===== src/sv/dda_pkg.sv =====
// Shared constants and control types for the DDA line rasterizer.
package dda_pkg;

	// Default build values
	localparam int COORD_SPAN_DEF = 64;
	localparam int FRAC_BITS_DEF  = 8;

	// Fixed field widths
	localparam int COORD_IN_W = 14;
	localparam int PIX_W      = 7;
	localparam int ADDR_W     = 13;
	localparam int CFG_W      = 7;
	localparam int CFG_IDX_W  = 1;

	// Step fraction and divider length (one integer bit plus the fraction bits)
	localparam int STEP_FRAC = 16;
	localparam int DIV_STEPS = STEP_FRAC + 1;
	localparam int QUO_W     = STEP_FRAC + 1;

	// Register indexes
	localparam logic [CFG_IDX_W-1:0] CFG_CANVAS_WIDTH  = 1'd0;
	localparam logic [CFG_IDX_W-1:0] CFG_CANVAS_HEIGHT = 1'd1;

	// Register reset values
	localparam logic [CFG_W-1:0] CANVAS_WIDTH_RST  = 7'd40;
	localparam logic [CFG_W-1:0] CANVAS_HEIGHT_RST = 7'd20;

	// Commands from the controller to the datapath
	typedef struct packed {
		logic load;       // capture a line beat
		logic setup;      // form deltas, step count, start the divider
		logic step_load;  // latch the signed per-axis steps
		logic emit;       // write one point to the output register and advance
	} dda_cmd_t;

	// Status from the datapath to the controller
	typedef struct packed {
		logic div_done;   // both quotients are ready
		logic last;       // the next point is the final one of the line
	} dda_stat_t;

endpackage


===== src/sv/dda_div.sv =====
// Two-lane serial restoring divider: quotient = (num << 16) / den, one bit per cycle.
module dda_div #(
	parameter int CW = 14
) (
	input  logic                     clk,
	input  logic                     arst_n,
	input  logic                     start,
	input  logic [CW-1:0]            num_x,
	input  logic [CW-1:0]            num_y,
	input  logic [CW-1:0]            den,
	output logic                     done,
	output logic [dda_pkg::QUO_W-1:0] quo_x,
	output logic [dda_pkg::QUO_W-1:0] quo_y
);
	import dda_pkg::*;

	localparam int CNT_W = $clog2(DIV_STEPS);

	logic             busy_q;
	logic             done_q;
	logic [CNT_W-1:0] cnt_q;
	logic [CW-1:0]    den_q;
	logic [CW-1:0]    rem_x_q;
	logic [CW-1:0]    rem_y_q;
	logic [QUO_W-1:0] quo_x_q;
	logic [QUO_W-1:0] quo_y_q;

	logic [CW:0] shx;
	logic [CW:0] shy;
	logic [CW:0] subx;
	logic [CW:0] suby;
	logic        gex;
	logic        gey;

	// The first bit compares the unshifted numerator; later bits shift the remainder
	always_comb begin
		if (cnt_q == '0) begin
			shx = {1'b0, rem_x_q};
			shy = {1'b0, rem_y_q};
		end else begin
			shx = {rem_x_q, 1'b0};
			shy = {rem_y_q, 1'b0};
		end
		gex  = shx >= {1'b0, den_q};
		gey  = shy >= {1'b0, den_q};
		subx = shx - {1'b0, den_q};
		suby = shy - {1'b0, den_q};
	end

	// Sequence control
	always_ff @(posedge clk or negedge arst_n) begin
		if (!arst_n) begin
			busy_q <= 1'b0;
			done_q <= 1'b0;
			cnt_q  <= '0;
		end else begin
			done_q <= 1'b0;
			if (start) begin
				busy_q <= 1'b1;
				cnt_q  <= '0;
			end else if (busy_q) begin
				if (cnt_q == CNT_W'(DIV_STEPS - 1)) begin
					busy_q <= 1'b0;
					done_q <= 1'b1;
				end else begin
					cnt_q <= cnt_q + 1'b1;
				end
			end
		end
	end

	// Remainders and quotient bits
	always_ff @(posedge clk) begin
		if (start) begin
			den_q   <= den;
			rem_x_q <= num_x;
			rem_y_q <= num_y;
			quo_x_q <= '0;
			quo_y_q <= '0;
		end else if (busy_q) begin
			rem_x_q <= gex ? subx[CW-1:0] : shx[CW-1:0];
			rem_y_q <= gey ? suby[CW-1:0] : shy[CW-1:0];
			quo_x_q <= {quo_x_q[QUO_W-2:0], gex};
			quo_y_q <= {quo_y_q[QUO_W-2:0], gey};
		end
	end

	assign done  = done_q;
	assign quo_x = quo_x_q;
	assign quo_y = quo_y_q;

endmodule


===== src/sv/dda_dp.sv =====
// Datapath: canvas registers, line setup, step divider, position accumulators, point output.
module dda_dp #(
	parameter int COORD_SPAN = dda_pkg::COORD_SPAN_DEF,
	parameter int FRAC_BITS  = dda_pkg::FRAC_BITS_DEF
) (
	input  logic                            clk,
	input  logic                            arst_n,
	input  dda_pkg::dda_cmd_t               cmd,
	output dda_pkg::dda_stat_t              stat,
	input  logic                            cfg_we,
	input  logic [dda_pkg::CFG_IDX_W-1:0]   cfg_index,
	input  logic [dda_pkg::CFG_W-1:0]       cfg_data,
	input  logic [dda_pkg::COORD_IN_W-1:0]  start_x,
	input  logic [dda_pkg::COORD_IN_W-1:0]  start_y,
	input  logic [dda_pkg::COORD_IN_W-1:0]  end_x,
	input  logic [dda_pkg::COORD_IN_W-1:0]  end_y,
	output logic [dda_pkg::PIX_W-1:0]       pixel_x,
	output logic [dda_pkg::PIX_W-1:0]       pixel_y,
	output logic                            on_canvas,
	output logic [dda_pkg::ADDR_W-1:0]      pixel_address,
	output logic                            last_point
);
	import dda_pkg::*;

	// Coordinate, count, position and rounding widths
	localparam int CW   = $clog2(COORD_SPAN << FRAC_BITS);
	localparam int RW   = CW - FRAC_BITS;
	localparam int PW   = CW + STEP_FRAC - FRAC_BITS;
	localparam int IW   = (CW > COORD_IN_W) ? CW : COORD_IN_W;
	localparam int RXW  = (PW + 1 > STEP_FRAC + PIX_W) ? PW + 1 : STEP_FRAC + PIX_W;
	localparam logic [IW-1:0]  COORD_MASK = IW'((COORD_SPAN << FRAC_BITS) - 1);
	localparam logic [RXW-1:0] HALF       = RXW'(1) << (STEP_FRAC - 1);
	localparam int PROD_W = 2 * PIX_W + 1;

	function automatic logic [CW-1:0] mask_coord(input logic [COORD_IN_W-1:0] c);
		logic [IW-1:0] ext;
		ext = IW'(c) & COORD_MASK;
		return ext[CW-1:0];
	endfunction

	logic [CFG_W-1:0] width_q;
	logic [CFG_W-1:0] height_q;

	logic [CW-1:0] sx_q;
	logic [CW-1:0] sy_q;
	logic [CW-1:0] ex_q;
	logic [CW-1:0] ey_q;

	logic          neg_x_q;
	logic          neg_y_q;
	logic          zero_q;
	logic [RW-1:0] remain_q;
	logic [PW-1:0] pos_x_q;
	logic [PW-1:0] pos_y_q;
	logic [PW-1:0] step_x_q;
	logic [PW-1:0] step_y_q;

	logic [PIX_W-1:0]  pixel_x_q;
	logic [PIX_W-1:0]  pixel_y_q;
	logic              on_canvas_q;
	logic [ADDR_W-1:0] pixel_address_q;
	logic              last_point_q;

	logic [CW:0]   dx;
	logic [CW:0]   dy;
	logic [CW-1:0] adx;
	logic [CW-1:0] ady;
	logic [CW-1:0] dmax;

	logic              div_done;
	logic [QUO_W-1:0]  quo_x;
	logic [QUO_W-1:0]  quo_y;

	logic [RXW-1:0]    rnd_x;
	logic [RXW-1:0]    rnd_y;
	logic [PIX_W-1:0]  pix_x;
	logic [PIX_W-1:0]  pix_y;
	logic              on_cv;
	logic [PIX_W-1:0]  row;
	logic [PIX_W:0]    pitch;
	logic [PROD_W-1:0] addr_full;

	// Canvas registers
	always_ff @(posedge clk or negedge arst_n) begin
		if (!arst_n) begin
			width_q  <= CANVAS_WIDTH_RST;
			height_q <= CANVAS_HEIGHT_RST;
		end else if (cfg_we) begin
			unique case (cfg_index)
				CFG_CANVAS_WIDTH:  width_q  <= cfg_data;
				CFG_CANVAS_HEIGHT: height_q <= cfg_data;
			endcase
		end
	end

	// Deltas, magnitudes and the major-axis length
	always_comb begin
		dx   = {1'b0, ex_q} - {1'b0, sx_q};
		dy   = {1'b0, ey_q} - {1'b0, sy_q};
		adx  = dx[CW] ? CW'(-dx) : dx[CW-1:0];
		ady  = dy[CW] ? CW'(-dy) : dy[CW-1:0];
		dmax = (adx > ady) ? adx : ady;
	end

	dda_div #(
		.CW (CW)
	) u_div (
		.clk    (clk),
		.arst_n (arst_n),
		.start  (cmd.setup),
		.num_x  (adx),
		.num_y  (ady),
		.den    (dmax),
		.done   (div_done),
		.quo_x  (quo_x),
		.quo_y  (quo_y)
	);

	// Round half up and place on the canvas
	always_comb begin
		rnd_x     = RXW'(pos_x_q) + HALF;
		rnd_y     = RXW'(pos_y_q) + HALF;
		pix_x     = rnd_x[STEP_FRAC +: PIX_W];
		pix_y     = rnd_y[STEP_FRAC +: PIX_W];
		on_cv     = (pix_x < width_q) && (pix_y < height_q);
		row       = height_q - pix_y - PIX_W'(1);
		pitch     = {1'b0, width_q} + (PIX_W + 1)'(1);
		addr_full = PROD_W'(row) * PROD_W'(pitch) + PROD_W'(pix_x);
	end

	// Line capture, setup, step latch and point walk
	always_ff @(posedge clk) begin
		if (cmd.load) begin
			sx_q <= mask_coord(start_x);
			sy_q <= mask_coord(start_y);
			ex_q <= mask_coord(end_x);
			ey_q <= mask_coord(end_y);
		end
		if (cmd.setup) begin
			neg_x_q  <= dx[CW];
			neg_y_q  <= dy[CW];
			zero_q   <= (dmax == '0);
			remain_q <= dmax[CW-1:FRAC_BITS];
			pos_x_q  <= {sx_q, (STEP_FRAC - FRAC_BITS)'(0)};
			pos_y_q  <= {sy_q, (STEP_FRAC - FRAC_BITS)'(0)};
		end
		if (cmd.step_load) begin
			if (zero_q) begin
				step_x_q <= '0;
				step_y_q <= '0;
			end else begin
				step_x_q <= neg_x_q ? -PW'(quo_x) : PW'(quo_x);
				step_y_q <= neg_y_q ? -PW'(quo_y) : PW'(quo_y);
			end
		end
		if (cmd.emit) begin
			pixel_x_q       <= pix_x;
			pixel_y_q       <= pix_y;
			on_canvas_q     <= on_cv;
			pixel_address_q <= on_cv ? addr_full[ADDR_W-1:0] : '0;
			last_point_q    <= (remain_q == '0);
			pos_x_q         <= pos_x_q + step_x_q;
			pos_y_q         <= pos_y_q + step_y_q;
			remain_q        <= remain_q - 1'b1;
		end
	end

	assign stat.div_done = div_done;
	assign stat.last     = (remain_q == '0);

	assign pixel_x       = pixel_x_q;
	assign pixel_y       = pixel_y_q;
	assign on_canvas     = on_canvas_q;
	assign pixel_address = pixel_address_q;
	assign last_point    = last_point_q;

endmodule


===== src/sv/dda_ctrl.sv =====
// Controller: line sequencing state machine and the output valid flag.
module dda_ctrl (
	input  logic                clk,
	input  logic                arst_n,
	input  logic                line_valid,
	output logic                line_stall,
	output logic                point_valid,
	input  logic                point_stall,
	output dda_pkg::dda_cmd_t   cmd,
	input  dda_pkg::dda_stat_t  stat
);
	import dda_pkg::*;

	localparam logic [1:0] S_IDLE  = 2'd0;
	localparam logic [1:0] S_SETUP = 2'd1;
	localparam logic [1:0] S_DIV   = 2'd2;
	localparam logic [1:0] S_EMIT  = 2'd3;

	logic [1:0] state_q;
	logic [1:0] state_nx;
	logic       out_valid_q;
	logic       out_free;

	assign out_free = !out_valid_q || !point_stall;

	// Next state and commands
	always_comb begin
		state_nx      = state_q;
		cmd           = '0;
		line_stall    = 1'b1;
		unique case (state_q)
			S_IDLE: begin
				line_stall = 1'b0;
				if (line_valid) begin
					cmd.load = 1'b1;
					state_nx = S_SETUP;
				end
			end
			S_SETUP: begin
				cmd.setup = 1'b1;
				state_nx  = S_DIV;
			end
			S_DIV: begin
				if (stat.div_done) begin
					cmd.step_load = 1'b1;
					state_nx      = S_EMIT;
				end
			end
			S_EMIT: begin
				if (out_free) begin
					cmd.emit = 1'b1;
					if (stat.last) begin
						state_nx = S_IDLE;
					end
				end
			end
			default: state_nx = S_IDLE;
		endcase
	end

	// State and output valid; hold a point while the sink stalls
	always_ff @(posedge clk or negedge arst_n) begin
		if (!arst_n) begin
			state_q     <= S_IDLE;
			out_valid_q <= 1'b0;
		end else begin
			state_q <= state_nx;
			if (cmd.emit) begin
				out_valid_q <= 1'b1;
			end else if (!point_stall) begin
				out_valid_q <= 1'b0;
			end
		end
	end

	assign point_valid = out_valid_q;

endmodule


===== src/sv/dda_line_rasterizer.sv =====
// Top level of the DDA line rasterizer: line in, one point beat per step out.
//
//   channel  | handshake                   | payload
//   ---------+-----------------------------+-----------------------------------------
//   line     | line_valid / line_stall     | start_x, start_y, end_x, end_y
//   point    | point_valid / point_stall   | pixel_x, pixel_y, on_canvas,
//            |                             | pixel_address, last_point
//   cfg      | cfg_valid / cfg_ready       | cfg_index, cfg_data
//
// A line of N = floor(max(|dx|,|dy|)) + 1 points passes through an accept state, a setup state,
// the serial step divider (one quotient bit per cycle for both axes) and a step latch,
// then gives one point per cycle while point_stall is low.
// Reset loads the canvas registers (width 40, height 20); no clearing pass is needed.
// A point waits in the output register while point_stall is high, and the walk halts;
// the next line is taken once the last point of the current one sits in that register.
module dda_line_rasterizer #(
	parameter int COORD_SPAN = dda_pkg::COORD_SPAN_DEF,
	parameter int FRAC_BITS  = dda_pkg::FRAC_BITS_DEF
) (
	input  logic                            clk,
	input  logic                            arst_n,
	input  logic                            cfg_valid,
	output logic                            cfg_ready,
	input  logic [dda_pkg::CFG_IDX_W-1:0]   cfg_index,
	input  logic [dda_pkg::CFG_W-1:0]       cfg_data,
	input  logic                            line_valid,
	output logic                            line_stall,
	input  logic [dda_pkg::COORD_IN_W-1:0]  start_x,
	input  logic [dda_pkg::COORD_IN_W-1:0]  start_y,
	input  logic [dda_pkg::COORD_IN_W-1:0]  end_x,
	input  logic [dda_pkg::COORD_IN_W-1:0]  end_y,
	output logic                            point_valid,
	input  logic                            point_stall,
	output logic [dda_pkg::PIX_W-1:0]       pixel_x,
	output logic [dda_pkg::PIX_W-1:0]       pixel_y,
	output logic                            on_canvas,
	output logic [dda_pkg::ADDR_W-1:0]      pixel_address,
	output logic                            last_point
);
	import dda_pkg::*;

	dda_cmd_t  cmd;
	dda_stat_t stat;

	// Registers take a write in any cycle
	assign cfg_ready = 1'b1;

	dda_ctrl u_ctrl (
		.clk         (clk),
		.arst_n      (arst_n),
		.line_valid  (line_valid),
		.line_stall  (line_stall),
		.point_valid (point_valid),
		.point_stall (point_stall),
		.cmd         (cmd),
		.stat        (stat)
	);

	dda_dp #(
		.COORD_SPAN (COORD_SPAN),
		.FRAC_BITS  (FRAC_BITS)
	) u_dp (
		.clk           (clk),
		.arst_n        (arst_n),
		.cmd           (cmd),
		.stat          (stat),
		.cfg_we        (cfg_valid && cfg_ready),
		.cfg_index     (cfg_index),
		.cfg_data      (cfg_data),
		.start_x       (start_x),
		.start_y       (start_y),
		.end_x         (end_x),
		.end_y         (end_y),
		.pixel_x       (pixel_x),
		.pixel_y       (pixel_y),
		.on_canvas     (on_canvas),
		.pixel_address (pixel_address),
		.last_point    (last_point)
	);

endmodule


===== config.mk =====
export PLATFORM = sky130hd
export DESIGN_NAME = dda_line_rasterizer
export DESIGN_NICKNAME = d
export VERILOG_FILES = /design/src/sv/dda_pkg.sv /design/src/sv/dda_div.sv /design/src/sv/dda_dp.sv /design/src/sv/dda_ctrl.sv /design/src/sv/dda_line_rasterizer.sv
export SDC_FILE = /design/constraint.sdc
export NUM_CORES = 1
export LEC_CHECK = 0
export CORE_MARGIN = 2
export CORE_UTILIZATION = 59
export DETAILED_ROUTE_END_ITERATION = 10
export DONT_BUFFER_PORTS = 1
export PLACE_DENSITY = 0.8
export SLEW_MARGIN = 40
export SYNTH_ARGS = -nofsm -noshare
export SYNTH_HDL_FRONTEND = slang
export SYNTH_HIERARCHICAL = 1
export SYNTH_SLANG_ARGS = --single-unit

===== constraint.sdc =====
create_clock -name clk -period 6 [get_ports clk]
set_input_delay 0.9 -clock clk [delete_from_list [all_inputs] [get_ports clk]]
set_output_delay 0.9 -clock clk [all_outputs]
set_load 0.02 [all_outputs]

-- Word level (Yosys, flattened, before mapping)
Index checks and enable logic that the tools add are counted.
- magnitude comparators: 5
- bitwise logic cells: 3
- divide/modulo/power cells: 0
- equality and inequality tests: 10
- multiplexer cells: 43
- shifts and indexed selects: 0
- $add $sub $neg: 18
- multiply operators: 1
- reductions and logical operators: 16
- operators by type and width (kind ; count):
    $mux 14 ; 9
    $mux 22 ; 4
    $add 22x16->23 const B ; 2
    $add 22x22->22 ; 2
    $neg 17->22 ; 2
    $mux 17 ; 2
    $ge 15x14->1 ; 2
    $mux 15 ; 2
    $sub 14x14->15 ; 2
    $neg 14->14 ; 2
    $sub 14x14->14 ; 2
    $mux 1 ; 16
    $mux 5 ; 3
    $gt 14x14->1 ; 1
    $logic_not 14->1 ; 1
    $lt 7x7->1 ; 2
    $add 13x7->13 ; 1
    $mul 7x8->13 ; 1
    $mux 6 ; 2
    $add 7x1->8 const B ; 1
    $mux 2 ; 4
    $pmux 2 s4 ; 1
    $sub 7x1->7 const B ; 1
    $sub 7x7->7 ; 1
    18 further kinds ; 30
- memory bits (read-only): 0
- memory bits (writable): 0
- input bits: 69
- bits in latches: 0
- logic and storage cells: 127
- memories kept: 0
- register bits: 282
- output and inout bits: 32

-- Depth between registers and ports, before layout
Gate-level depths: netlist of run 1.
- word-level depth: 7
- mapped depth: 27
- gate-level depth less buffers: 27

-- Hierarchy
The synthesis of run 1 kept the hierarchy.
- modules (own cells, without submodules) (module ; seq. area each (sq um) ; cells an instance ; instances ; area each (sq um)):
    dda_dp ; 5820.6 ; 1438 ; 1 ; 14664.1
    dda_div ; 2117.0 ; 544 ; 1 ; 5053.6
    dda_ctrl ; 75.1 ; 22 ; 1 ; 227.7
    dda_line_rasterizer ; 0.0 ; 2 ; 1 ; 11.3

-- Worst setup path after synthesis of run 1
No wires, ideal clock.
- path kind: register -> register
- start: register u_dp.pos_y_q[15]
- end: register u_dp.pixel_address_q[12] (netlist: u_dp/pixel_address[12]), data pin
- slack: -380 ps
- data required time: 5732 ps
- clock period less this slack: 6380 ps
- stages on the path, launching flop included: 28
- buffers on the path: 0
- arrival time: 6112 ps
- library setup time: 268 ps
- cells stage by stage: edfxtp_1 -> ha_1 -> xor2_1 -> ha_1 -> ha_1 -> o21ba_2 -> o22ai_1 -> a21oi_1 -> o22ai_1 -> o2bb2ai_1 -> xor2_1 -> nand2b_1 -> fa_1 -> fa_1 -> inv_1 -> fa_1 -> inv_1 -> fa_1 -> inv_1 -> ha_1 -> a21boi_0 -> o21ai_0 -> a21boi_0 -> o21ai_0 -> a21boi_0 -> o21a_1 -> o211ai_1 -> nor3b_1
- longest elaborated chain between the ends: 5
- elaborated cells on any way between the ends: 7
- those cells by class: 4 x add/sub; 1 x mul; 1 x order compare; 1 x reduce/logical
- ends and longest elaborated chain (element ; RTL line ; RTL):
    from (decl) ; dda_dp.sv:54 ; logic [PW-1:0] pos_y_q;
    from (signal assigned) ; dda_dp.sv:145 ; pos_y_q <= {sy_q, (STEP_FRAC - FRAC_BITS)'(0)};
    from (signal assigned) ; dda_dp.sv:163 ; pos_y_q <= pos_y_q + step_y_q;
    $add 22x16->23 (*) ; dda_dp.sv:122 ; rnd_y = RXW'(pos_y_q) + HALF;
    $sub 7x7->7 ; dda_dp.sv:126 ; row = height_q - pix_y - PIX_W'(1);
    $sub 7x1->7 ; dda_dp.sv:126 ;
    $mul 7x8->13 ; dda_dp.sv:128 ; addr_full = PROD_W'(row) * PROD_W'(pitch) + PROD_W'(pix_x);
    $add 13x7->13 ; dda_dp.sv:128 ;
    to (signal assigned) ; dda_dp.sv:160 ; pixel_address_q <= on_cv ? addr_full[ADDR_W-1:0] : '0;
    to (decl) ; dda_dp.sv:61 ; logic [ADDR_W-1:0] pixel_address_q;
Mark *: on every way between the ends. The rest lies on a longest branch, timed or not.
A chain may end at the register's enable or synchronous reset.

-- Worst setup path after layout of run 1
Same ends and word-level chain as after synthesis.

==> results.md, run 1 <==
* Status: finished with violations
* Failing checks: negative setup slack
* WP data arrival at 6.36 ns
* RSZ-0062 raised after global routing: yes
* Total Wirelength at 47,200 um
* Hold Crit Class: in -> async
* Clock Latency Late Sink at 0.59 ns
* CTS tree: yes
* Final WS setup at -0.0629 ns
* Initial core utilization at 0.597
* Num rows at 67
* Placed cell area at 20,900 um2
* Via count at 15.2k
* DRC errors left at 0
* H-tree Lvls at 1
* Pin count of the biggest net entering global routing at 80
* Die width at 188 um
* Hpwl dp at 34,900 um
* Flop-to-flop setup slack at -0.06 ns
* CP max FO at 2
* I/O pins at 101
* Clk_skew at 0.0346 ns
* Ys Warns at 6
* Crit path from: u_dp/pos_y_q[15]
* Finish-stage setup viols at 1
* Primary FF master, synth: edfxtp_1
* Post-Syn Nets at 2,287
* Total clock sinks at 282
* Global-route wire length before repair at 75,900 um
* Slew headroom at 0.437
* Overall routing resource usage at 0.266
* Mapped cell area at 20,000 um2
* Remaining antenna violation count at 0
* Post-synth EDFFs at 224
* Avg Cell Area, Syn at 9.95 um2
* Drt first-iter violations at 1,173
* WL/cell at 18.6 um
* Fin area at 22,200 um2
* Congestion Overflow GR at 0
* Worst reg2reg path depth at 27
* Critical path capture point type: register
* Async S/R FF share, synth at 0.0851
* Cts bufs inserted at 31
* Hold Fails Final Rpt at 0
* Fmax achieved at 165 MHz
* Port buffer count at 0
* CORE AREA at 33,400 um2
* End-of-flow core utilization at 0.662
* Layout cell share with drive strength beyond 1 at 0.112
* Gpl congestion at 0.971
* MaxCap Viol Count at 0
* Die ar. at 35,300 um2
* Min Tclk post-route at 6.06 ns
* Seq/Total Area, Yosys at 0.402
* Register bit total from synthesis at 282
* # fillers at 2,543
* CTS Root Buffer Type: clkbuf_16
* Initial antenna violation count at 3
* CP endpoint: u_dp/pixel_address[12]
* Vias per cell at 6.00
* Clock tree buffer depth at 3
* Critical path class: reg -> reg
* DR pass1 iterations at 6
* Req. time, crit path at 6.30 ns
* Fin. max-slew vios at 0
* Reg-to-Reg Start: u_dp/pos_y_q[15]
* Startpoint Class: register
* RR Endpoint: u_dp/pixel_address[12]
* Measured slew at the worst slew-check pin at 0.842 ns
* Vias in the first global route at 15.0k
* Crit share post-route at 1.01
* P&R area growth vs syn at 11.0%
* Clk slew on worst S/H paths at 0.06 ns
* Layout Nets at 2,343
* Unique masters post-synth at 88
* Die height at 188 um
* Mapped Cells at 2,006
synth_stat cells (4+ instances only):
cell         n  area share
o211ai_1    14      0.0053
or2_2       14      0.0044
or3_1       18      0.0056
o21bai_1     8      0.0030
a21boi_0     6      0.0023
nand3_1     40       0.010
nor3b_1      6      0.0023
a2111oi_0    6      0.0026
o21ai_0     79       0.020
or4_1        6      0.0023
o21a_1      18      0.0068
o22ai_1      8      0.0025
mux2i_1     73       0.037
clkbuf_1    45      0.0085
xor2_1      79       0.035
fa_1        41       0.041
nand2b_1    25      0.0078
nor4_1       7      0.0022
a21o_1      46       0.017
dfxtp_1     34       0.034
a21oi_1     97       0.024
nand2_1    174       0.033
a31oi_1     13      0.0041
ha_1       171        0.11
edfxtp_1   224        0.34
o41ai_1      5      0.0022
xnor2_1     96       0.042
mux2_2      19       0.011
dfstp_2      4      0.0053
nand4_1     17      0.0053
dfrtp_1     20       0.025
o31ai_1     21      0.0079
nor2_1     171       0.032
nor2b_1     29      0.0091
and3_1      11      0.0034
o2111ai_1    4      0.0018
nand3b_1     4      0.0015
nor3_1      40       0.010
inv_1      191       0.036
and2_1      31      0.0097
a221oi_1     4      0.0018
a211oi_1    19      0.0071
registers in the layout (all words and copies together), names as in the netlist, 5 cells and up:
register,flops
u_dp/u_div/quo_y,17
u_dp/u_div/rem_y_q,14
u_dp/sx_q,14
u_dp/ex_q,14
u_dp/remain_q,6
u_dp/height_q,7
u_dp/pixel_y,7
u_dp/step_y_q,22
u_dp/u_div/rem_x_q,14
u_dp/pos_x_q,22
u_dp/pos_y_q,22
u_dp/pixel_address,13
u_dp/u_div/cnt_q,5
u_dp/step_x_q,22
u_dp/u_div/quo_x,17
u_dp/u_div/den_q,14
u_dp/pixel_x,7
u_dp/ey_q,14
u_dp/width_q,7
u_dp/sy_q,14
layout by cell type, fill, tap and decap left out, types with 72 or more instances in the layout:
master,netlist,routed
mux2i_1,73,73
a21oi_1,97,92
xor2_1,79,78
ha_1,171,165
nor2_1,171,168
buf_4,2,72
xnor2_1,96,93
nand2_1,174,174
inv_1,191,184
edfxtp_1,224,224
cells by family (layout without fill, tap and decap cells):
group                    count (synthesis)  count (layout)  synth area share
buffers and inverters                  246             327            0.0480
other                                    1               3          0.000188
adder cells (fa/ha/maj)                212             212             0.148
XOR/XNOR                               175             175            0.0768
multiplexers                            95              95            0.0498
flip-flops                             282             282             0.402
AO/OA/AOI/OAI                          389             389             0.131
AND/OR/NAND/NOR                        606             606             0.145
worst min path at each step:
stage	from	to	slack, ns
2_1_floorplan	u_dp/height_q[1]	u_dp/height_q[1]	0.48
3_3_place_gp	u_dp/height_q[5]	u_dp/height_q[5]	0.49
3_5_place_dp	u_dp/height_q[1]	u_dp/height_q[1]	0.50
4_1_cts	arst_n	u_dp/height_q[5]	0.0002
5_1_grt	arst_n	u_dp/height_q[1]	0.002
6_report	arst_n	u_dp/height_q[0]	0.03
repair_timing:
item	in CTS	in global routing
endpoints found under the hold margin	16	2
pin swaps	22	34
resized for setup	12	35
hold buffers	1	1
endpoints found under the setup margin	3	9
setup buffers	6	7
critical path, cell delays in order (launching register included):
cell and delay (ns):
edfxtp_1 0.41, ha_2 0.21, xor2_2 0.14, ha_1 0.31
ha_2 0.18, o21ba_4 0.22, o22ai_2 0.06, a21oi_2 0.16
o22ai_2 0.11, o2bb2ai_2 0.17, xor2_1 0.20, nand2b_1 0.10
fa_1 0.49, fa_1 0.52, inv_2 0.04, fa_1 0.47
inv_1 0.05, fa_1 0.49, inv_2 0.05, ha_4 0.26
a21boi_4 0.18, o21ai_2 0.10, a21boi_4 0.16, o21ai_2 0.10
a21boi_2 0.16, o21a_1 0.19, o211ai_1 0.09, nor3b_2 0.17
area by class of cell:
| cell class | instances | area [um2] | share of cell area |
|---|---|---|---|
| timing repair buffer | 77 | 589 | 0.0266 |
| multi-input combinational | 1478 | 11300 | 0.508 |
| sequential | 282 | 8020 | 0.362 |
| clock inverter | 19 | 179 | 0.00808 |
| inverter | 192 | 722 | 0.0326 |
| antenna | 2 | 5.00 | 0.000226 |
| tap | 448 | 561 | 0.0253 |
| clock buffer | 39 | 827 | 0.0373 |
per-layer routing:
metal / vias to the layer above / share of wire / track usage
li1: 7246 / - / -
met1: 7320 / 0.42 / 0.352
met2: 556 / 0.47 / 0.446
met3: 96 / 0.074 / 0.0449
met4: 0 / 0.032 / 0.0896
met5: - / 0 / 0
metrics by stage:
stage          setup slack [ns]  hold WS, ns  TNS [ns]  std cells
2_1_floorplan            0.0131        0.479         0       2006
3_3_place_gp            -0.0792        0.491   -0.0792       2463
3_5_place_dp             -0.214        0.498    -0.260       2463
4_1_cts                 -0.0712     0.000223   -0.0712       2528
5_1_grt                  -0.295      0.00178    -0.633       2536
6_report                -0.0629       0.0305   -0.0629       2537
Power of run 1 is left out: the tool's default activity adds up to more than one toggle a clock period on the data nets, which glitch-free logic cannot reach.
==> run 2: changes to the inputs <==
Settings changed: ABC_AREA from default to 1.
==> run 2 against run 1 <==
Effect of this change: the run still ends with negative setup slack left; sequential cell count unchanged; cell count is 31% higher; synthesized cell count is 38% higher; design area up 6.2%; synthesized area grew 6.8%; die area up 6.6%; register-to-register slack improved by 0.03 ns; maximum frequency up 0.49%; wire length increased by 17%; hold slack better by 0.091 ns.
==> results.md, run 2 <==
* Critical path class: reg -> reg (unchanged)
* Worst path bufs/invs at 10 (was 3)
* Vias in the first global route at 17.7k (was 15.0k)
* Die ar. at 37,700 um2 (was 35,300 um2)
* Failing checks: negative setup slack (unchanged)
* Avg Cell Area, Syn at 7.68 um2 (was 9.95 um2)
* Drt first-iter violations at 1,666 (was 1,173)
* Yosys top cell by area: edfxtp_1 (unchanged)
* Ys Warns at 6 (unchanged)
* P&R area growth vs syn at 10.4% (was 11.0%)
* Port buffer count at 0 (unchanged)
* Layout cell share with drive strength beyond 1 at 0.0894 (was 0.112)
* DRC errors left at 0 (unchanged)
* Register bit total from synthesis at 282 (unchanged)
* Total clock sinks at 282 (unchanged)
* Most frequent CP cell: inv_2 (was fa_1)
* Top-count cell post-synth: nand2_1 (was edfxtp_1)
* Clock Latency Late Sink at 0.59 ns (about the same)
* Clk_skew at 0.0163 ns (was 0.0346 ns)
* Flop-to-flop setup slack at -0.03 ns (was -0.06 ns)
* MaxCap Viol Count at 0 (unchanged)
* Most common cell after layout, fill and taps aside: nand2_1 (was edfxtp_1)
* Die width at 194 um (was 188 um)
* Initial core utilization at 0.599 (was 0.597)
* H-tree Lvls at 1 (unchanged)
* Num rows at 69 (was 67)
* Area contributors post-synth: edfxtp_1 32%, nand2_1 12%, ha_1 10%, inv_1 9.1%, nand3_1 4.8% (was edfxtp_1 34%, ha_1 11%, xnor2_1 4.2%, fa_1 4.1%, mux2i_1 3.7%)
* Ant diodes at 0 (was 2)
* Vias per cell at 5.63 (was 6.00)
* Overall routing resource usage at 0.288 (was 0.266)
* Req. time, crit path at 6.34 ns (was 6.30 ns)
* Unique masters post-synth at 55 (was 88)
* Global-route wire length before repair at 88,000 um (was 75,900 um)
* Measured slew at the worst slew-check pin at 0.753 ns (was 0.842 ns)
* Most frequent cells in the layout: 692 x nand2_1, 506 x inv_1, 224 x edfxtp_1 (was 224 x edfxtp_1, 184 x inv_1, 174 x nand2_1)
* Clk slew on worst S/H paths at 0.07 ns (was 0.06 ns)
* Worst reg2reg path depth at 38 (was 27)
* Crit path largest cell delay at 0.54 ns (was 0.52 ns)
* Remaining antenna violation count at 0 (unchanged)
* Crit share post-route at 1.01 (about the same)
* Final WS setup at -0.0336 ns (was -0.0629 ns)
* Initial antenna violation count at 2 (was 3)
* Pin count of the biggest net entering global routing at 69 (was 80)
* Finish-stage setup viols at 1 (unchanged)
* Gpl congestion at 0.965 (was 0.971)
* WL/cell at 16.7 um (was 18.6 um)
* Hold Crit Class: in -> async (unchanged)
* CTS Root Buffer Type: clkbuf_16 (unchanged)
* Synth top area share at 0.316 (was 0.337)
* RSZ-0062 raised after global routing: yes (unchanged)
* Primary FF master, synth: edfxtp_1 (unchanged)
* Via count at 18.7k (was 15.2k)
* Delay-heaviest family, CP: adder cells (unchanged)
* Seq/Total Area, Yosys at 0.376 (was 0.402)
* Post-Syn Nets at 3,056 (was 2,287)
* Most common library cells after synthesis: 704 x nand2_1, 517 x inv_1, 224 x edfxtp_1 (was 224 x edfxtp_1, 191 x inv_1, 174 x nand2_1)
* Hpwl dp at 42,500 um (was 34,900 um)
* Die height at 194 um (was 188 um)
* CP max FO at 3 (was 2)
* Hold Fails Final Rpt at 0 (unchanged)
* CORE AREA at 35,600 um2 (was 33,400 um2)
* I/O pins at 101 (unchanged)
* Cts bufs inserted at 31 (unchanged)
* CTS tree: yes (unchanged)
* Fin. max-slew vios at 0 (unchanged)
* Clock tree buffer depth at 3 (unchanged)
* Mapped cell area at 21,300 um2 (was 20,000 um2)
* Slew headroom at 0.498 (was 0.437)
* Total Wirelength at 55,300 um (was 47,200 um)
* Min Tclk post-route at 6.03 ns (was 6.06 ns)
* Congestion Overflow GR at 0 (unchanged)
* RR Endpoint: u_dp/pixel_address[12] (unchanged)
* WP data arrival at 6.37 ns (was 6.36 ns)
* Status: finished with violations (unchanged)
* Reg-to-Reg Start: u_dp/pos_y_q[16] (was u_dp/pos_y_q[15])
* Post-synth EDFFs at 224 (unchanged)
* Startpoint Class: register (unchanged)
* Fmax achieved at 166 MHz (was 165 MHz)
* Critical path capture point type: register (unchanged)
* Async S/R FF share, synth at 0.0851 (unchanged)
* DR pass1 iterations at 6 (unchanged)
* End-of-flow core utilization at 0.662 (about the same)
* Slowest-stage cell, CP: fa_1 (unchanged)
* Layout Nets at 3,108 (was 2,343)
* Mapped Cells at 2,775 (was 2,006)
-- run 2: cell count changes in the layout (fill, tap and decap cells not counted), moves of 29 or more --
cell,delta
a21oi_1,+38
nand2_1,+518
nand3_1,+162
a21o_1,-43
xor2_1,-44
inv_1,+322
nand2_2,+29
mux2i_1,-73
xnor2_1,-71
o21ai_0,+51
-- run 2: logic make-up (layout without fill, tap and decap cells) --
| logic type | after synthesis | count (layout) | share of synthesized area |
|---|---|---|---|
| AOI/OAI and AO/OA | 352 | 352 | 0.0910 |
| adders and majority gates | 212 | 212 | 0.139 |
| buffers and inverters | 580 | 657 | 0.105 |
| xor gates and xnor gates | 60 | 60 | 0.0254 |
| and+or+nand+nor | 1288 | 1288 | 0.264 |
| DFF | 282 | 282 | 0.376 |
| other | 1 | 1 | 0.000176 |
-- run 2: worst register-to-register path: cells and delay by family (launching register included) --
family	cells	cell delay, ns
compound gates	3	0.47
xor+xnor	1	0.17
fa+ha+maj	8	2.89
buf+inv	10	0.62
flops	1	0.38
simple gates	16	1.28
-- run 2: worst max-delay path by stage --
stage | startpoint | cells past startpoint | end
after global placement | u_dp/pos_y_q[15] | 35 | u_dp/pixel_address[12]
after global routing | u_dp/pos_y_q[16] | 37 | u_dp/pixel_address[12]
after CTS | u_dp/pos_y_q[16] | 36 | u_dp/pixel_address[12]
after detailed placement | u_dp/pos_y_q[15] | 35 | u_dp/pixel_address[12]
final | u_dp/pos_y_q[16] | 38 | u_dp/pixel_address[12]
after floorplan | u_dp/pos_y_q[15] | 34 | u_dp/pixel_address[12]
-- run 2: layout make-up --
| type | count | area (um2) |
|---|---|---|
| fill | 2918 | 12000 |
| multi-input combinational | 1913 | 11300 |
| sequential | 282 | 8010 |
| inverter | 529 | 1990 |
| clock buffer | 35 | 821 |
| tap | 461 | 577 |
| timing repair buffer | 70 | 558 |
| clock inverter | 23 | 251 |
-- run 2: stage by stage --
stage,hold WS [ns],std cells,TNS [ns],instance area [um2],setup WS (ns)
global route,0.106,3313,-0.244,23500,-0.240
floorplan,0.453,2775,0,21300,0.000929
global placement,0.470,3236,-0.243,22100,-0.243
CTS,0.0997,3308,-0.00240,23400,-0.00240
detailed placement,0.483,3236,-0.535,22100,-0.402
finish,0.121,3313,-0.0336,23500,-0.0336
-- run 2: layer usage --
| metal | part of all wire | track usage |
|---|---|---|
| met3 | 0.073 | 0.0388 |
| met4 | 0.028 | 0.0850 |
| met1 | 0.42 | 0.387 |
| met2 | 0.48 | 0.488 |
| met5 | 0.00042 | 0 |
-- run 2: repair_timing --
action                     in CTS  in global routing
setup endpoints to repair       3                  4
pin swaps                      33                 34
gates resized for setup        28                 31
buffers inserted               13                  6
hold buffers                    1                  0
hold endpoints to repair       20                  0
Power of run 2 is left out for the same reason.
==> run 3: changes to the inputs <==
==> constraint.sdc (replaced) <==
create_clock -name clk -period 6 [get_ports clk]
set_input_delay 0.6 -clock clk [delete_from_list [all_inputs] [get_ports clk]]
set_output_delay 0.6 -clock clk [all_outputs]
set_load 0.02 [all_outputs]
==> run 3 against run 2 <==
Effect of this change: the run now ends clean; register-to-register slack better by 0.06 ns; non-clock buffer count shrank 3; hold slack lost 0.022 ns; core utilization shrank 0.19 points; first-iteration DRC count shrank 13%; wire length rose by 0.23%; maximum frequency grew 1.1%; clock skew fell by 0.0064 ns; cell count barely moved; sequential share of layout area is 0.098 points higher; sequential cell count unchanged; design area shrank 0.29%; critical path type unchanged; highest routed layer is now met4.
==> results.md, run 3 (same netlist as run 2, synthesis figures left out) <==
* WP data arrival at 6.31 ns (was 6.37 ns)
* Drt first-iter violations at 1,449 (was 1,666)
* Area occupied by multi-input gates at 11,300 um2 (about the same)
* RSZ-0062 raised after global routing: yes (unchanged)
* Slew headroom at 0.462 (was 0.498)
* Ant diodes at 0 (unchanged)
* Clk_skew at 0.00993 ns (was 0.0163 ns)
* Finish-stage setup viols at 0 (was 1)
* CTS tree: yes (unchanged)
* Hold_ws at 0.0996 ns (was 0.121 ns)
* CP max FO at 3 (unchanged)
* Reg-to-Reg Start: u_dp/pos_y_q[16] (unchanged)
* Clock tree buffer depth at 3 (unchanged)
* Initial antenna violation count at 0 (was 2)
* Slowest-stage cell, CP: fa_1 (unchanged)
* P&R area growth vs syn at 10.1% (was 10.4%)
* Fin. max-slew vios at 0 (unchanged)
* Sequential Area at 8010 um2 (unchanged)
* Initial core utilization at 0.599 (unchanged)
* Total clock sinks at 282 (unchanged)
* Vias in the first global route at 17.7k (about the same)
* Flop-to-flop setup slack at 0.03 ns (was -0.03 ns)
* Critical path class: reg -> reg (unchanged)
* Hold_sp: start_y[12]
* Crit path from: u_dp/pos_y_q[16] (unchanged)
* MaxCap Viol Count at 0 (unchanged)
* RR Endpoint: u_dp/pixel_address[12] (unchanged)
* Clk slew on worst S/H paths at 0.06 ns (was 0.07 ns)
* Fmax achieved at 168 MHz (was 166 MHz)
* Layout cell share with drive strength beyond 1 at 0.0860 (was 0.0894)
* Gpl congestion at 0.965 (about the same)
* Critical path capture point type: register (unchanged)
* Layout Nets at 3,105 (was 3,108)
* Measured slew at the worst slew-check pin at 0.805 ns (was 0.753 ns)
* Hold Fails Final Rpt at 0 (unchanged)
* DP Worst Slack at -0.409 ns (was -0.402 ns)
* Die ar. at 37,700 um2 (unchanged)
* Final WS setup at 0.0299 ns (was -0.0336 ns)
* Status: complete, no violations (was finished with violations)
* I/O pins at 101 (unchanged)
* Port buffer count at 0 (unchanged)
* Die height at 194 um (unchanged)
* Worst reg2reg path depth at 34 (was 38)
* Congestion Overflow GR at 0 (unchanged)
* CORE AREA at 35,600 um2 (unchanged)
* CTS Root Buffer Type: clkbuf_16 (unchanged)
* # fillers at 2,950 (was 2,918)
* Most frequent cells in the layout: 695 x nand2_1, 504 x inv_1, 224 x edfxtp_1 (was 692 x nand2_1, 506 x inv_1, 224 x edfxtp_1)
* Hpwl dp at 42,600 um (was 42,500 um)
* Via count at 18.5k (was 18.7k)
* H-tree Lvls at 1 (unchanged)
* Overall routing resource usage at 0.290 (was 0.288)
* Worst Hold End: u_dp/sy_q[12]
* Vias per cell at 5.60 (was 5.63)
* Cts bufs inserted at 31 (unchanged)
* Req. time, crit path at 6.34 ns (about the same)
* Min Tclk post-route at 5.97 ns (was 6.03 ns)
* Pin count of the biggest net entering global routing at 74 (was 69)
* Crit share post-route at 0.995 (was 1.01)
* DR pass1 iterations at 5 (was 6)
* Num rows at 69 (unchanged)
* Total Wirelength at 55,400 um (was 55,300 um)
* Global-route wire length before repair at 88,800 um (was 88,000 um)
* Crit path largest cell delay at 0.51 ns (was 0.54 ns)
* DRC errors left at 0 (unchanged)
* Clock Latency Late Sink at 0.59 ns (about the same)
* Hold Crit Class: in -> reg (was in -> async)
* Most common cell after layout, fill and taps aside: nand2_1 (unchanged)
* Startpoint Class: register (unchanged)
* Die width at 194 um (unchanged)
* WL/cell at 16.7 um (about the same)
* Remaining antenna violation count at 0 (unchanged)
* Hold Path Cell Cnt at 0
run 3: changes by cell type in the layout (fill, tap and decap cells not counted), sizes merged:
| cell | delta |
|---|---|
| dlygate4sd3 | +1 |
| clkinv | -4 |
| clkbuf | +10 |
| clkinvlp | -3 |
| buf | -4 |
| bufinv | -3 |
run 3: timing repair:
item	CTS	global route
hold buffers	2	0
endpoints found under the hold margin	24	0
cloned	0	0
setup endpoints to repair	3	5
pin swaps	31	24
buffers inserted	13	2
gates resized for setup	27	27
run 3: worst max-delay path by stage:
stage,endpoint,cells after the start
floorplan,u_dp/pixel_address[12],34
global placement,u_dp/pixel_address[12],35
detailed placement,u_dp/pixel_address[12],34
CTS,u_dp/pixel_address[12],34
global route,u_dp/pixel_address[12],37
finish,u_dp/pixel_address[12],34
run 3: worst max-delay path: cells and delay by family, from the launching register on:
family                   cells  cell delay (ns)
flip-flops                   1             0.37
AND/OR/NAND/NOR             14             1.26
buffers and inverters        5             0.26
adder cells (fa/ha/maj)      8             2.73
XOR/XNOR                     1             0.18
AO/OA/AOI/OAI                6             0.93
run 3: cell type report:
cell class | instances | share of cell area
clock buffers | 45 | 0.0397
well taps | 461 | 0.0246
inverters | 529 | 0.0848
flip-flops and latches | 282 | 0.341
repair buffers | 67 | 0.0224
clock inverters | 13 | 0.00490
multi-input cells | 1913 | 0.482
run 3: metrics by stage:
stage | area (um2) | setup TNS [ns] | std cells | utilization
floorplan | 21300 | 0 | 2775 | -
global placement | 22100 | -0.243 | 3236 | 0.620
finish | 23500 | 0 | 3310 | 0.660
global route | 23500 | -0.266 | 3310 | 0.660
detailed placement | 22100 | -0.526 | 3236 | 0.620
CTS | 23400 | 0 | 3309 | 0.657
run 3: per-layer routing:
metal / global-route usage / vias to the layer above / share of wire
met1: 0.390 / 8597 / 0.43
met4: 0.0990 / 0 / 0.036
met3: 0.0372 / 124 / 0.068
met5: 0 / - / 0
met2: 0.486 / 673 / 0.47
li1: - / 9128 / -
Power of run 3 is left out for the same reason.
